$ cat config.mk
export PLATFORM = sky130hd
export DESIGN_NAME = netstring_frame_parser_top
export DESIGN_NICKNAME = d
export VERILOG_FILES = /design/src/design/nfp_pkg.sv /design/src/design/nfp_front.sv /design/src/design/nfp_queue.sv /design/src/design/nfp_back.sv /design/src/design/netstring_frame_parser_top.sv
export SDC_FILE = /design/constraint.sdc
export NUM_CORES = 1
export LEC_CHECK = 0
export BUFFER_PORTS_ARGS = -buffer_cell sky130_fd_sc_hd__buf_2
export CAP_MARGIN = 0
export CORE_UTILIZATION = 35
export CTS_CLUSTER_SIZE = 24
export DETAILED_ROUTE_END_ITERATION = 6
export PLACE_DENSITY_LB_ADDON = 0.1
export SETUP_SLACK_MARGIN = 0.3
export SLEW_MARGIN = 10
export SYNTH_ARGS = -nofsm -noshare
export SYNTH_HDL_FRONTEND = slang
export SYNTH_SLANG_ARGS = --single-unit
$ cat constraint.sdc
create_clock -name clk -period 7 [get_ports clk]
set_clock_uncertainty 0.15 [all_clocks]
set_input_delay 0.35 -clock clk [delete_from_list [all_inputs] [get_ports clk]]
set_output_delay 0.35 -clock clk [all_outputs]
set_load 0.02 [all_outputs]
$ cat src/design/nfp_pkg.sv
// shared types and constants of the netstring frame parser
// no dependencies; used by the front, queue, back and top modules
package nfp_pkg;

  localparam int unsigned BYTE_W = 8;
  localparam int unsigned LEN_W  = 25;
  localparam int unsigned CNT_W  = 32;

  localparam logic [LEN_W-1:0] MAX_PAYLOAD = 25'd16777216;
  localparam logic [LEN_W-1:0] CAP_RESET   = 25'd16777216;

  // result tdata width, packed fields rounded up to whole bytes
  localparam int unsigned RES_DATA_W = BYTE_W + 2 + LEN_W + CNT_W;
  localparam int unsigned TDATA_W    = ((RES_DATA_W + 7) / 8) * 8;

  localparam logic KIND_PAYLOAD = 1'b0;
  localparam logic KIND_STATUS  = 1'b1;

  localparam logic [7:0] CH_ZERO  = 8'h30;
  localparam logic [7:0] CH_NINE  = 8'h39;
  localparam logic [7:0] CH_COLON = 8'h3a;
  localparam logic [7:0] CH_COMMA = 8'h2c;
  localparam logic [7:0] CH_BANG  = 8'h21;
  localparam logic [7:0] CH_LOW_A = 8'h61;
  localparam logic [7:0] CH_LOW_Z = 8'h7a;
  localparam logic [7:0] CASE_BIT = 8'h20;

  typedef enum logic [1:0] {
    ST_OK     = 2'd0,
    ST_FORMAT = 2'd1,
    ST_LENGTH = 2'd2,
    ST_TRUNC  = 2'd3
  } status_t;

  typedef enum logic [3:0] {
    PH_DIGITS  = 4'b0001,
    PH_PAYLOAD = 4'b0010,
    PH_COMMA   = 4'b0100,
    PH_DISCARD = 4'b1000
  } phase_t;

  // one result item, kind in the lowest bit
  typedef struct packed {
    logic [CNT_W-1:0]  consumed;
    logic [LEN_W-1:0]  flen;
    status_t           code;
    logic [BYTE_W-1:0] data;
    logic              kind;
  } res_t;

endpackage

$ cat src/design/nfp_front.sv
// front part: takes input bytes, runs the netstring parse state, builds result records
// depends on nfp_pkg
module nfp_front (
  input  logic                     clk,
  input  logic                     rst,
  input  logic                     cfg_wr_en,
  input  logic [nfp_pkg::LEN_W-1:0] cfg_wr_data,
  input  logic                     in_valid,
  input  logic [7:0]               in_data,
  input  logic                     in_last,
  output logic                     in_ready,
  input  logic                     q_full,
  output logic                     push,
  output nfp_pkg::res_t            push_res
);

  logic [nfp_pkg::LEN_W-1:0] capacity;
  nfp_pkg::phase_t           phase, phase_next;
  logic [nfp_pkg::LEN_W-1:0] len_acc, len_acc_next;
  logic                      over_limit, over_limit_next;
  logic [nfp_pkg::CNT_W-1:0] digit_count, digit_count_next;
  logic [nfp_pkg::LEN_W-1:0] remaining, remaining_next;
  logic                      normalize, normalize_next;
  logic                      suppress, suppress_next;
  logic                      first_payload, first_payload_next;

  logic                      in_fire;
  logic                      is_digit;
  logic                      is_lower;
  logic [28:0]               acc_mul;
  logic                      mul_over;
  logic [nfp_pkg::CNT_W:0]   ok_sum;
  logic [nfp_pkg::CNT_W-1:0] ok_consumed;
  logic                      emit;
  nfp_pkg::status_t          emit_code;
  logic                      norm_eff;
  logic [nfp_pkg::LEN_W-1:0] rem_dec;

  assign in_ready = !q_full;
  assign in_fire  = in_valid && in_ready;

  assign is_digit = in_data inside {[nfp_pkg::CH_ZERO:nfp_pkg::CH_NINE]};
  assign is_lower = in_data inside {[nfp_pkg::CH_LOW_A:nfp_pkg::CH_LOW_Z]};

  // length * 10 + digit as shift-adds
  assign acc_mul  = ({4'b0, len_acc} << 3) + ({4'b0, len_acc} << 1)
                  + {25'b0, in_data[3:0]};
  assign mul_over = acc_mul > {4'b0, nfp_pkg::MAX_PAYLOAD};

  assign ok_sum      = {1'b0, digit_count} + {8'b0, len_acc} + 33'd2;
  assign ok_consumed = ok_sum[nfp_pkg::CNT_W] ? '1 : ok_sum[nfp_pkg::CNT_W-1:0];

  assign norm_eff = first_payload ? (in_data == nfp_pkg::CH_BANG) : normalize;
  assign rem_dec  = (remaining != '0) ? remaining - 25'd1 : remaining;

  always_comb begin
    phase_next         = phase;
    len_acc_next       = len_acc;
    over_limit_next    = over_limit;
    digit_count_next   = digit_count;
    remaining_next     = remaining;
    normalize_next     = normalize;
    suppress_next      = suppress;
    first_payload_next = first_payload;
    emit               = 1'b0;
    emit_code          = nfp_pkg::ST_OK;
    push               = 1'b0;
    push_res           = '0;

    if (in_fire) begin
      case (phase)
        nfp_pkg::PH_DIGITS: begin
          if (is_digit) begin
            if (digit_count != '1) begin
              digit_count_next = digit_count + 32'd1;
            end
            if (!over_limit) begin
              if (mul_over) begin
                over_limit_next = 1'b1;
              end else begin
                len_acc_next = acc_mul[nfp_pkg::LEN_W-1:0];
              end
            end
            if (in_last) begin
              emit      = 1'b1;
              emit_code = over_limit_next ? nfp_pkg::ST_LENGTH : nfp_pkg::ST_FORMAT;
            end
          end else if (digit_count == '0) begin
            emit      = 1'b1;
            emit_code = nfp_pkg::ST_FORMAT;
          end else if (over_limit) begin
            emit      = 1'b1;
            emit_code = nfp_pkg::ST_LENGTH;
          end else if (in_data != nfp_pkg::CH_COLON) begin
            emit      = 1'b1;
            emit_code = nfp_pkg::ST_FORMAT;
          end else if (in_last) begin
            emit      = 1'b1;
            emit_code = nfp_pkg::ST_TRUNC;
          end else begin
            // capacity sampled at the colon
            suppress_next  = len_acc > capacity;
            remaining_next = len_acc;
            phase_next     = (len_acc == '0) ? nfp_pkg::PH_COMMA : nfp_pkg::PH_PAYLOAD;
          end
        end
        nfp_pkg::PH_PAYLOAD: begin
          if (in_last) begin
            emit      = 1'b1;
            emit_code = nfp_pkg::ST_TRUNC;
          end else begin
            if (first_payload) begin
              normalize_next     = norm_eff;
              first_payload_next = 1'b0;
            end
            remaining_next = rem_dec;
            if (rem_dec == '0) begin
              phase_next = nfp_pkg::PH_COMMA;
            end
            if (!suppress) begin
              push          = 1'b1;
              push_res.kind = nfp_pkg::KIND_PAYLOAD;
              push_res.data = (norm_eff && is_lower) ? (in_data & ~nfp_pkg::CASE_BIT)
                                                     : in_data;
            end
          end
        end
        nfp_pkg::PH_COMMA: begin
          emit = 1'b1;
          if (in_data != nfp_pkg::CH_COMMA) begin
            emit_code = nfp_pkg::ST_FORMAT;
          end else if (suppress) begin
            emit_code = nfp_pkg::ST_LENGTH;
          end else begin
            emit_code = nfp_pkg::ST_OK;
          end
        end
        nfp_pkg::PH_DISCARD: begin
          phase_next = nfp_pkg::PH_DISCARD;
        end
        default: begin
          phase_next = nfp_pkg::PH_DISCARD;
        end
      endcase

      if (emit) begin
        push          = 1'b1;
        push_res.kind = nfp_pkg::KIND_STATUS;
        push_res.code = emit_code;
        if (emit_code == nfp_pkg::ST_OK) begin
          push_res.flen     = len_acc;
          push_res.consumed = ok_consumed;
        end
        phase_next = nfp_pkg::PH_DISCARD;
      end

      // the last byte of a buffer always starts a fresh frame
      if (in_last) begin
        phase_next         = nfp_pkg::PH_DIGITS;
        len_acc_next       = '0;
        over_limit_next    = 1'b0;
        digit_count_next   = '0;
        remaining_next     = '0;
        normalize_next     = 1'b0;
        suppress_next      = 1'b0;
        first_payload_next = 1'b1;
      end
    end
  end

  always_ff @(posedge clk) begin
    if (rst) begin
      capacity      <= nfp_pkg::CAP_RESET;
      phase         <= nfp_pkg::PH_DIGITS;
      len_acc       <= '0;
      over_limit    <= 1'b0;
      digit_count   <= '0;
      remaining     <= '0;
      normalize     <= 1'b0;
      suppress      <= 1'b0;
      first_payload <= 1'b1;
    end else begin
      if (cfg_wr_en) begin
        capacity <= cfg_wr_data;
      end
      phase         <= phase_next;
      len_acc       <= len_acc_next;
      over_limit    <= over_limit_next;
      digit_count   <= digit_count_next;
      remaining     <= remaining_next;
      normalize     <= normalize_next;
      suppress      <= suppress_next;
      first_payload <= first_payload_next;
    end
  end

endmodule

$ cat src/design/nfp_queue.sv
// short result queue between the parse front and the output back
// depends on nfp_pkg
module nfp_queue #(
  parameter int unsigned DEPTH = 4
) (
  input  logic          clk,
  input  logic          rst,
  input  logic          push,
  input  nfp_pkg::res_t push_res,
  output logic          full,
  input  logic          pop,
  output logic          empty,
  output nfp_pkg::res_t head
);

  localparam int unsigned PTR_W = (DEPTH > 1) ? $clog2(DEPTH) : 1;
  localparam int unsigned CNT_W = $clog2(DEPTH + 1);

  nfp_pkg::res_t    entries [DEPTH];
  logic [PTR_W-1:0] wr_ptr;
  logic [PTR_W-1:0] rd_ptr;
  logic [CNT_W-1:0] count;
  logic             do_push;
  logic             do_pop;

  assign full    = count == CNT_W'(DEPTH);
  assign empty   = count == '0;
  assign do_push = push && !full;
  assign do_pop  = pop && !empty;
  assign head    = entries[rd_ptr];

  always_ff @(posedge clk) begin
    if (do_push) begin
      entries[wr_ptr] <= push_res;
    end
  end

  always_ff @(posedge clk) begin
    if (rst) begin
      wr_ptr <= '0;
      rd_ptr <= '0;
      count  <= '0;
    end else begin
      if (do_push) begin
        wr_ptr <= (wr_ptr == PTR_W'(DEPTH - 1)) ? '0 : wr_ptr + 1'b1;
      end
      if (do_pop) begin
        rd_ptr <= (rd_ptr == PTR_W'(DEPTH - 1)) ? '0 : rd_ptr + 1'b1;
      end
      if (do_push && !do_pop) begin
        count <= count + 1'b1;
      end else if (do_pop && !do_push) begin
        count <= count - 1'b1;
      end
    end
  end

endmodule

$ cat src/design/nfp_back.sv
// back part: output register that presents results on the master stream
// depends on nfp_pkg
module nfp_back (
  input  logic                         clk,
  input  logic                         rst,
  input  logic                         q_empty,
  input  nfp_pkg::res_t                q_head,
  output logic                         q_pop,
  output logic                         out_valid,
  input  logic                         out_ready,
  output logic [nfp_pkg::TDATA_W-1:0]  out_data,
  output logic                         out_kind
);

  nfp_pkg::res_t out_res;

  // refill whenever the register is empty or being drained
  assign q_pop = !q_empty && (!out_valid || out_ready);

  always_ff @(posedge clk) begin
    if (rst) begin
      out_valid <= 1'b0;
    end else if (!out_valid || out_ready) begin
      out_valid <= !q_empty;
    end
  end

  always_ff @(posedge clk) begin
    if (q_pop) begin
      out_res <= q_head;
    end
  end

  assign out_kind = out_res.kind;
  assign out_data = {{(nfp_pkg::TDATA_W - nfp_pkg::RES_DATA_W){1'b0}},
                     out_res.consumed, out_res.flen, out_res.code, out_res.data};

endmodule

$ cat src/design/netstring_frame_parser_top.sv
// netstring frame parser: a result passes a queue entry, then the output register, before it is valid
// throughput one byte per cycle while the queue is not full, set by the parse update in the front
// a result waits in a QUEUE_DEPTH-entry queue and the output register when the sink stalls
// synchronous active-high reset: parse state to its start, capacity to 16777216,
// queue and output register empty
module netstring_frame_parser_top #(
  parameter int unsigned QUEUE_DEPTH = 4
) (
  input  logic        clk,
  input  logic        rst,
  // configuration: output capacity in bytes
  input  logic        cfg_wr_en,
  input  logic [24:0] cfg_wr_data,
  // input stream
  input  logic        s_axis_tvalid,
  output logic        s_axis_tready,
  input  logic [7:0]  s_axis_tdata,   // data_byte[7:0]
  input  logic        s_axis_tlast,   // last_byte
  // result stream
  output logic        m_axis_tvalid,
  input  logic        m_axis_tready,
  output logic [71:0] m_axis_tdata,   // out_byte[7:0], status_code[9:8],
                                      // frame_length[34:10], bytes_consumed[66:35], zero pad
  output logic        m_axis_tuser    // item_kind
);

  // front to queue
  logic          push;
  nfp_pkg::res_t push_res;
  logic          q_full;
  // queue to back
  logic          q_pop;
  logic          q_empty;
  nfp_pkg::res_t q_head;

  // front: parses each byte in the cycle it is accepted; stalls only when the queue is full
  nfp_front u_front (
    .clk         (clk),
    .rst         (rst),
    .cfg_wr_en   (cfg_wr_en),
    .cfg_wr_data (cfg_wr_data),
    .in_valid    (s_axis_tvalid),
    .in_data     (s_axis_tdata),
    .in_last     (s_axis_tlast),
    .in_ready    (s_axis_tready),
    .q_full      (q_full),
    .push        (push),
    .push_res    (push_res)
  );

  // queue decouples parsing from the downstream stall
  nfp_queue #(
    .DEPTH (QUEUE_DEPTH)
  ) u_queue (
    .clk      (clk),
    .rst      (rst),
    .push     (push),
    .push_res (push_res),
    .full     (q_full),
    .pop      (q_pop),
    .empty    (q_empty),
    .head     (q_head)
  );

  // back: output register, refilled from the queue whenever it is empty or the sink takes its result
  nfp_back u_back (
    .clk       (clk),
    .rst       (rst),
    .q_empty   (q_empty),
    .q_head    (q_head),
    .q_pop     (q_pop),
    .out_valid (m_axis_tvalid),
    .out_ready (m_axis_tready),
    .out_data  (m_axis_tdata),
    .out_kind  (m_axis_tuser)
  );

endmodule

==> summary.txt <==
Status
  – Run status: finished, violations left
  – Violated checks: design-rule violations

Global route
  – Pin count of the biggest net entering global routing: 70
  – Gr usage total: 0.193
  – Met1 GRT Util: 0.268
  – Top Usage Layer GRT: met2
  – Vias in the first global route: 15900
  – Overflow after GRT: 0
  – Met3 usage: 0.0276
  – Antenna violations before repair: 2
  – First-pass GRT wire length: 99200 µm
  – Met2 global-route usage: 0.311

Routing
  – Remaining DRCs: 16
  – WL/cell: 22.4 µm
  – 1st-iter DRT viols: 1156
  – Routed WL: 66100 µm
  – DR vias: 16100
  – Vias/cell: approximately 5.4
  – 1st-pass router iterations: 7
  – Final ANT Viol Nets: 0

Timing
  – RSZ-0062 raised after global routing: false
  – Final TNS setup: 0 ns
  – Hold Vio Cnt, Final: 0
  – Min Hold Slack: between 0.15 and 0.2 ns
  – Final setup vio count: 0
  – Fin crit share: 0.797
  – Slew HR: 0.309
  – Worst Tran Pin Value: 1.03 ns
  – Max Slew Vio Count: 0
  – Tmin final: about 5.6 ns
  – F_max: 179 MHz

Floorplan
  – Initial Utilization: 0.355
  – Die Ht: roughly 260 µm
  – # IOs: 114
  – Std cell rows: 94
  – CORE AREA: 0.0660 mm²
  – Die width: 261 µm
  – Full die area: just under 0.07 mm²

Worst setup path
  – CP arrival: 5.77 ns
  – Crit Reg-Reg Endpoint: u_queue.entries[2][40]
  – Path depth of the worst reg2reg path: 14
  – Crit Path Class: reg -> reg
  – Worst-path maximum fanout: 57
  – Flop2flop setup slack: 1.42 ns
  – WP data required: 7.19 ns
  – Setup crit start kind: flop
  – Critical Path Max Stage Delay: 0.63 ns
  – CP endpoint kind: flop
  – Crit Reg-Reg Startpoint: u_front.len_acc[2]
  – Critical path origin: u_front.len_acc[2]
  – Crit-path cells: inv_1 -> fa_1 -> fa_1 -> nor2b_1 -> o31a_1 -> a211oi_2 -> a21oi_1 -> a211oi_2 -> xor2_1 -> nand4_1 -> o41a_1 -> o21a_2 -> buf_12 -> a211oi_1
  – CP max-delay cell: dfxtp_1

Pwr
  – P_sw: 2.45 mW
  – Seq pwr share: 0.437
  – Power Total: 8.32 mW
  – Internal Power: 5.87 mW
  – Clock power frac: 0.350
  – Leakage power: 10.0 nW
  – Peak VDD IR: 0.000209 V
  – Switching Share: 0.294
  – Combinational share of power: 0.212
  – PwrDens: 307 mW/mm²

Job
  – Max cap viols: 0

Finish
  – Commonest cells after routing, fill and taps aside: edfxtp_1 (340), nor2_1 (166), ha_1 (133)
  – Layout area overhead: 15.7%
  – Commonest non-fill, non-tap cell in the layout: edfxtp_1
  – Fraction of layout cells with a size suffix above 1: 0.178
  – # nets final: 2218
  – Diodes inserted: 0
  – Post-route cell area: 0.0271 mm²

Logic synthesis
  – Mapped Cells: 1913
  – Mapped Area: ~0.023 mm²
  – Number of synthesized register bits: between 400 and 500
  – Synth area leaders: edfxtp_1 (44%), dfxtp_1 (11%), ha_1 (7.1%), mux4_2 (6.5%), nor2_1 (2.7%)
  – Share of the synthesized area in the top cell type: 0.436
  – Primary FF master, synth: edfxtp_1
  – Post-synth EDFFs: 340
  – Cell taking the most area after synthesis: edfxtp_1
  – YS warnings: 0
  – Yosys cell types: 92
  – Post-synthesis sequential area ratio: 0.542
  – Synth async-reset ratio: 0
  – Syn_area_per_cell: 12.2 µm²

Clocking
  – CTS tree: yes
  – H-tree Lvls: 2
  – Setup Buffers After CTS: 0
  – Number of CTS-inserted buffers: 52
  – CTS Buffer Depth: 3
  – Worst-Skew Late Latency: 0.61 ns
  – Clock transition at the registers of the reported paths: 0.06 ns
  – Clk sinks: ~460
  – Clock root cell: clkbuf_16

Placement
  – Number of port buffers: 108
  – DPL Wire Length: 44600 µm
  – Placer congestion estimate: 0.840
  – Placed inst area: around 0.025 mm²

Worst hold path
  – Hold Path Class: in -> reg
  – Hold EP: u_queue.entries[0][6]
  – Number of cells on the worst hold path: 2
  – Hold_sp: s_axis_tdata[5]
-- through the flow --
stage | worst slack (ns) | instances | util
2_1_floorplan | 1.38 | 1917 | -
3_3_place_gp | 1.45 | 2826 | 0.378
3_5_place_dp | 1.40 | 2826 | 0.378
4_1_cts | 1.39 | 2950 | 0.410
5_1_grt | 1.06 | 2950 | 0.410
6_report | 1.42 | 2950 | 0.410
-- cells by family (layout without fill, tap and decap cells) --
family	count (synthesis)	after routing	share of synthesized area
AO/OA/AOI/OAI	384	384	0.115
XOR/XNOR	84	84	0.0314
adder cells (fa/ha/maj)	137	137	0.0745
buffers and inverters	186	355	0.0329
flip-flops	463	463	0.542
multiplexers	101	101	0.0799
other	1	5	0.000160
AND/OR/NAND/NOR	557	557	0.125
-- power groups by stage --
| stage | clock (mW) | sequential [mW] | combinational (mW) |
|---|---|---|---|
| after floorplan | 0 | 3.90 | 0.996 |
| after global placement | 0 | 3.70 | 1.80 |
| after detailed placement | 0 | 3.71 | 1.80 |
| after CTS | 2.99 | 3.65 | 1.82 |
| after global routing | 3.09 | 3.69 | 1.90 |
| final | 2.92 | 3.64 | 1.77 |
-- how the worst max path moves through the flow --
stage                                   to  slack [ns]  depth (start not counted)
detailed placement  u_queue.entries[2][40]        1.40                         14
CTS                 u_queue.entries[2][40]        1.39                         14
floorplan                 u_queue.count[2]        1.38                          9
global route        u_queue.entries[1][47]        1.06                         14
finish              u_queue.entries[2][40]        1.42                         14
global placement    u_queue.entries[0][40]        1.45                         14
-- routing by layer --
metal | part of all wire | vias up
met3 | 0.042 | 101
li1 | - | 7602
met1 | 0.47 | 8002
met4 | 0.030 | 2
met5 | 0.00017 | -
met2 | 0.46 | 357
-- synthesized netlist by cell type, types with 32 or more instances --
cell type	n
ha_1	133
nor2_1	166
inv_1	81
mux4_2	68
nor3_1	41
xor2_1	54
nand2_1	97
nand3_1	57
edfxtp_1	340
o21ai_0	62
clkbuf_1	71
nand4_1	35
nor3_2	32
dfxtp_1	123
a21oi_1	93
-- sequential cells by signal (all words and copies together), names as in the netlist --
| name | cells |
|---|---|
| u_queue.wr_ptr | 2 |
| u_back.out_kind | 1 |
| u_front.first_payload | 1 |
| u_queue.count | 3 |
| u_back.out_data | 67 |
| u_queue.rd_ptr | 2 |
| u_front.phase | 4 |
| u_front.normalize | 1 |
| u_back.out_valid | 1 |
| u_front.len_acc | 25 |
| u_front.capacity | 25 |
| u_front.remaining | 25 |
| u_front.suppress | 1 |
| u_front.over_limit | 1 |
| u_queue.entries | 272 |
| u_front.digit_count | 32 |
-- final cells by class --
cell class | instances | area [µm²]
clock buffer | 65 | 1410
clock inverter | 33 | 440
fill | 6212 | 38900
inverter | 83 | 312
multi-input combinational | 1268 | 10000
sequential | 463 | 12700
tap | 864 | 1080
timing repair buffer | 174 | 1130
-- worst max-delay path: cells and delay by family (launching register included) --
family | cells | cell delay, ns
AOI/OAI and AO/OA | 7 | 2.25
adders and majority gates | 2 | 1.00
DFF | 1 | 0.63
and+or+nand+nor | 2 | 0.51
buffers and inverters | 2 | 0.41
xor gates and xnor gates | 1 | 0.33
-- repair_timing --
action	CTS	global route
hold endpoints to repair	26	0
hold buffers	26	0
resized for setup	0	0
Note: power is estimated with default switching activity, not from simulation.
